===== src/design/lcf_pkg.sv =====
package lcf_pkg;

	// filter geometry
	localparam int MAX_TAPS = 2048;
	localparam int ADDR_W = $clog2(MAX_TAPS);
	localparam int CNT_W = $clog2(MAX_TAPS + 1);
	localparam int DATA_W = 16;

	// operation codes of an input beat
	typedef enum logic [1:0] {
		OP_CLEAR = 2'd0,
		OP_LOAD  = 2'd1,
		OP_PUSH  = 2'd2
	} op_t;

	// sequencer states
	typedef enum logic [1:0] {
		ST_IDLE,
		ST_RUN,
		ST_DRAIN
	} state_t;

	// control from the sequencer to the multiply-accumulate unit
	typedef struct packed {
		logic clr;
		logic valid;
	} mac_ctrl_t;

endpackage


===== src/design/lcf_mac.sv =====
module lcf_mac (
	input  logic                             clk,
	input  logic                             arst_n,
	input  lcf_pkg::mac_ctrl_t               ctrl,
	input  logic signed [lcf_pkg::DATA_W-1:0] coeff,
	input  logic signed [lcf_pkg::DATA_W-1:0] hist,
	output logic signed [lcf_pkg::DATA_W-1:0] acc,
	output logic                             busy
);
	import lcf_pkg::*;

	logic signed [2*DATA_W-1:0] prod_full;
	logic signed [DATA_W-1:0]   prod_s2;
	logic                       v_s2;
	logic signed [DATA_W-1:0]   acc_q;

	// full product; only the low word reaches the wrapped sum
	assign prod_full = coeff * hist;

	// product register
	always_ff @(posedge clk) begin
		prod_s2 <= prod_full[DATA_W-1:0];
	end

	always_ff @(posedge clk or negedge arst_n) begin
		if (!arst_n) begin
			v_s2 <= 1'b0;
		end else begin
			v_s2 <= ctrl.valid;
		end
	end

	// accumulator, wraps modulo 2^16
	always_ff @(posedge clk or negedge arst_n) begin
		if (!arst_n) begin
			acc_q <= '0;
		end else if (ctrl.clr) begin
			acc_q <= '0;
		end else if (v_s2) begin
			acc_q <= acc_q + prod_s2;
		end
	end

	assign acc = acc_q;
	assign busy = v_s2;

endmodule


===== config.mk =====
export PLATFORM = sky130hd
export DESIGN_NAME = lcf_mac
export DESIGN_NICKNAME = d
export VERILOG_FILES = /design/src/design/lcf_pkg.sv /design/src/design/lcf_mac.sv
export SDC_FILE = /design/constraint.sdc
export NUM_CORES = 1
export LEC_CHECK = 0
export ABC_AREA = 1
export BUFFER_PORTS_ARGS = -buffer_cell sky130_fd_sc_hd__buf_2
export CELL_PAD_IN_SITES_DETAIL_PLACEMENT = 0
export CELL_PAD_IN_SITES_GLOBAL_PLACEMENT = 2
export CORE_MARGIN = 10
export CORE_UTILIZATION = 32
export DETAILED_ROUTE_END_ITERATION = 10
export PLACE_DENSITY = 0.85
export SYNTH_ARGS = -nofsm -noshare
export SYNTH_HDL_FRONTEND = slang
export SYNTH_SLANG_ARGS = --single-unit

===== constraint.sdc =====
create_clock -name clk -period 1.7 [get_ports clk]
set_input_delay 0.255 -clock clk [delete_from_list [all_inputs] [get_ports clk]]
set_output_delay 0.255 -clock clk [all_outputs]
set_load 0.01 [all_outputs]

; ---- After elaboration in Yosys (flattened, before gate mapping)
; Index checks and enable logic that the tools add are counted.
[word_totals]
ff_bits = 33
inputBits = 36
output_inout_bits = 17
word_cells = 8
[op_classes]
add_sub_neg = 1
n_mul = 1
muxes = 2
reduce_logical = 1
[ops]
columns = operator, count
row1 = $mux W16, 2
row2 = $add A16 B16 Y16, 1
row3 = $mul A16 B16 Y16, 1
row4 = $reduce_bool A2 Y1, 1

; ---- Logic depth before layout (Yosys ltp)
[depth]
word_depth = 3
depth_mapped = 27
ltp_nobuf = 26

; ---- Worst setup path before layout
; Ideal clock, no wire load.
[synth_timing]
path_type = in2reg
startpoint = input port hist[1] (netlist name)
endpoint = register prod_s2[15]
setup_time_ns = 0.112
arrival_ns = 4.714
required_time_ns = 1.588
setup_slack_ns = -3.126
path_stages = 20
n_path_buf = 2
cell_sequence = buf_4 > clkbuf_1 > nand2_1 > fa_1 > fa_1 > fa_1 > fa_1 > inv_1 > fa_1 > inv_1 > fa_1 > inv_1 > ha_1 > nand2_1 > nor2_1 > nand3_1 > nand3_1 > inv_1 > nand3_1 > nand2_1
[synth_between]
elab_chain_cells = 1
[synth_lines]
columns = item, line_no
row1 = "start, declared", lcf_mac.sv:6  ; input logic signed [lcf_pkg::DATA_W-1:0] hist,
row2 = $mul A16 B16 Y16, lcf_mac.sv:18  ; assign prod_full = coeff * hist;
row3 = net prod_full[15], lcf_mac.sv:12  ; logic signed [2*DATA_W-1:0] prod_full;
row4 = "end signal, assigned", lcf_mac.sv:22  ; prod_s2 <= prod_full[DATA_W-1:0];
row5 = "end, declared", lcf_mac.sv:13  ; logic signed [DATA_W-1:0] prod_s2;
; The timed path passes the listed nets, and every way through them passes these cells.
; A chain may end at the register's enable or synchronous reset.

; ---- Worst setup path in the final report
[layout_timing]
startpoint = input port coeff[7] (netlist name)
endpoint = register prod_s2[14]
[layout_between]
elab_chain_cells = 1
[layout_lines]
columns = item, line_no
row1 = "start, declared", lcf_mac.sv:5  ; input logic signed [lcf_pkg::DATA_W-1:0] coeff,
row2 = $mul A16 B16 Y16, lcf_mac.sv:18
row3 = net prod_full[14], lcf_mac.sv:12
; The timed path passes the listed nets, and every way through them passes these cells.

==> results.ini <==
[status]
status=finished, violations left
violations=negative setup slack

[cells_and_area]
antenna_cells=0
final_nets=1263
mostFrequentLayoutCells=nand2_1, inv_1, buf_4
postLayoutCellArea_um2=9110
area_growth_pct=44.9
drive_gt1_share_pct=33.9
nFillCells=1968
instances_no_fill=1337
final_common_cell=nand2_1
final_util_pct=47.0

[synth]
seq_area_frac_synth_pct=11.9
synthCells=907
avgSynthCellArea_um2=6.93
synth_nets=1099
synth_edf_count=0
synth_warnings=0
yosys.cell_types.count=34
syn_area_um2=6290
synthFlopType=dfrtp_1
synthArstFlopShare_pct=51.5
ys_ff_latch=33

[die]
core_area_um2=19400
start_util_pct=32.4
fp.dieH_um=160
die_x_um=160
design.die.area_um2=25700
top_level_ports=53
rows=51

[worst_setup_path]
r2r_slack_ps=-110
startpoint_type=input pin
reg2reg_depth=11
crit_path_top_delay_cell=fa_1
critPathMaxStageDelay_ps=520
critPathBufInv=7
path_cells=buf_8, buf_6, nand2_4, inv_2, fa_1, inv_1, fa_1, fa_2, fa_1, inv_1, fa_1, inv_1, fa_1, inv_2, ha_4, nand2_2, nor2_4, nand3_2, o2111ai_4, xor2_1
timing.rr.start=acc[0]
crit_path_frequent_cell=fa_1
critPathTopFamily=adder cells
endpoint_kind=register
path_max_fanout=4
arrival_ps=4540
timing.rr.end=acc[14]
critPathKind=input pin to register
required_ps=1900

[timing]
tightestPinTransition_ps=427
drv_slew=0
slew_headroom_pct=71.5
post-route-period-util_pct=255
finalSetupTns_ps=-25150
setup_slack_ps=-2640
rsz0062_at_grt=true
clock_skew_ps=3.09
setup_viol=19
hold-worst-slack_ps=75.5
fmax_mhz=231
final-hold-violation-count=0
layout_min_cycle_time_ps=4340

[min_path]
hold_end=busy
whs_path_depth=1
min-delay-start=ctrl[0]
min_path_type=input pin to register

[clock_network]
cts_buffers=5
root_buffer=clkbuf_16
cts.sinks=33
cts.reportedPaths.clkPinSlew_ps=60
cts.path.max_buffers=2
clk_latency_ps=280
htree_levels=2
cts_tree=built

[drt]
antenna_left=0
vias=5755
viasPerCell=4.30
wl_per_cell_um=13.0
wl_um=17400
route.detailed.drc=0
drt_iter0_drc=172
dr.pass1.iters=4

[run]
maxCapViolCount=0

[power_and_ir_drop]
power_density_nw_per_um2=1860
totalPowerFinal_mw=16.9
peakVddDrop_v=0.00117
power.leakage_nw=5.14

[place]
port_buffers=52
finalWeightedCongestion=0.813
dp.cells=1305
postPlaceCellArea_um2=7890
place_ws_ps=-3160
hpwl_um=14600

[global_routing]
antenna_found_initial=0
track_usage_pct=13.6
grt_pass1_wl_um=29200
grt_max_degree=18
overflow=0
first_global_vias=6034

-- flip-flops by register name, summed over array words and instances, names as in the netlist --
name     cells
acc         16
prod_s2     16
busy         1
-- worst max-delay path by stage --
stage	from	end	slack [ps]	depth (start not counted)
2_1_floorplan	hist[1]	prod_s2[15]	-2770	21
3_3_place_gp	coeff[7]	prod_s2[14]	-3100	20
3_5_place_dp	coeff[7]	prod_s2[14]	-3160	20
4_1_cts	coeff[7]	prod_s2[14]	-2770	19
5_1_grt	coeff[7]	prod_s2[14]	-2800	20
6_report	coeff[7]	prod_s2[14]	-2640	20
-- cell families (layout without fill, tap and decap cells) --
| logic type | after synthesis | count (layout) | synth area share (%) |
|---|---|---|---|
| xor+xnor | 11 | 11 | 1.53 |
| fa+ha+maj | 156 | 156 | 40.6 |
| buf+inv | 275 | 440 | 16.9 |
| compound gates | 60 | 60 | 5.39 |
| simple gates | 372 | 372 | 23.7 |
| flops | 33 | 33 | 11.9 |
-- per-layer routing --
metal	part of all wire, %	vias to the layer above	global-route usage [%]
li1	-	2992	-
met3	2.4	13	1.59
met5	0	-	0
met4	1.2	0	2.63
met1	46	2675	17.7
met2	50	75	23.8
-- worst reg2reg max path, cell delays in order, from the launching register on --
cell     delay, ps
dfrtp_1        390
ha_2           190
fa_2           380
nand3_4         90
nand2_4         80
a21oi_2        160
o21ai_2        100
nand3_2         70
nand2_2         60
nand2_1         60
nand2_1         50
o21ai_1        110
-- synth_stat cells (3+ instances only) --
cell / n / area (µm²)
a21oi_1: 29 / 145
nand2_1: 294 / 1100
o21ai_0: 15 / 75.1
inv_2: 4 / 15.0
nand2_2: 5 / 31.3
nor2_1: 23 / 86.3
clkbuf_1: 14 / 52.6
buf_2: 6 / 30.0
inv_1: 245 / 920
fa_1: 80 / 1600
o21ai_1: 4 / 20.0
xor2_1: 9 / 78.8
ha_1: 76 / 951
dfxtp_1: 16 / 320
buf_4: 3 / 22.5
o21a_1: 3 / 22.5
dfrtp_1: 17 / 425
nand3b_1: 3 / 22.5
nand3_1: 41 / 205
-- power by group --
part / switching [mW] / internal [mW]
combinational: 7.29 / 7.07
clock: 0.360 / 0.733
sequential: 0.276 / 1.18
total: 7.92 / 8.99
-- final cells by class --
cell class / count / area, µm² / share of cell area (%)
inverters: 250 / 941 / 10.3
multi-input cells: 599 / 5360 / 58.8
repair buffers: 182 / 1560 / 17.2
flip-flops and latches: 33 / 746 / 8.18
clock inverters: 1 / 30.0 / 0.330
clock buffers: 7 / 143 / 1.57
well taps: 265 / 332 / 3.64
-- repair_timing --
item,4_1_cts,5_1_grt
gates resized for setup,120,114
hold buffers,1,0
cloned,0,1
hold endpoints to repair,17,0
setup buffers,7,19
pin swaps,58,77
endpoints found under the setup margin,22,24
(Power assumes the default switching activity.)
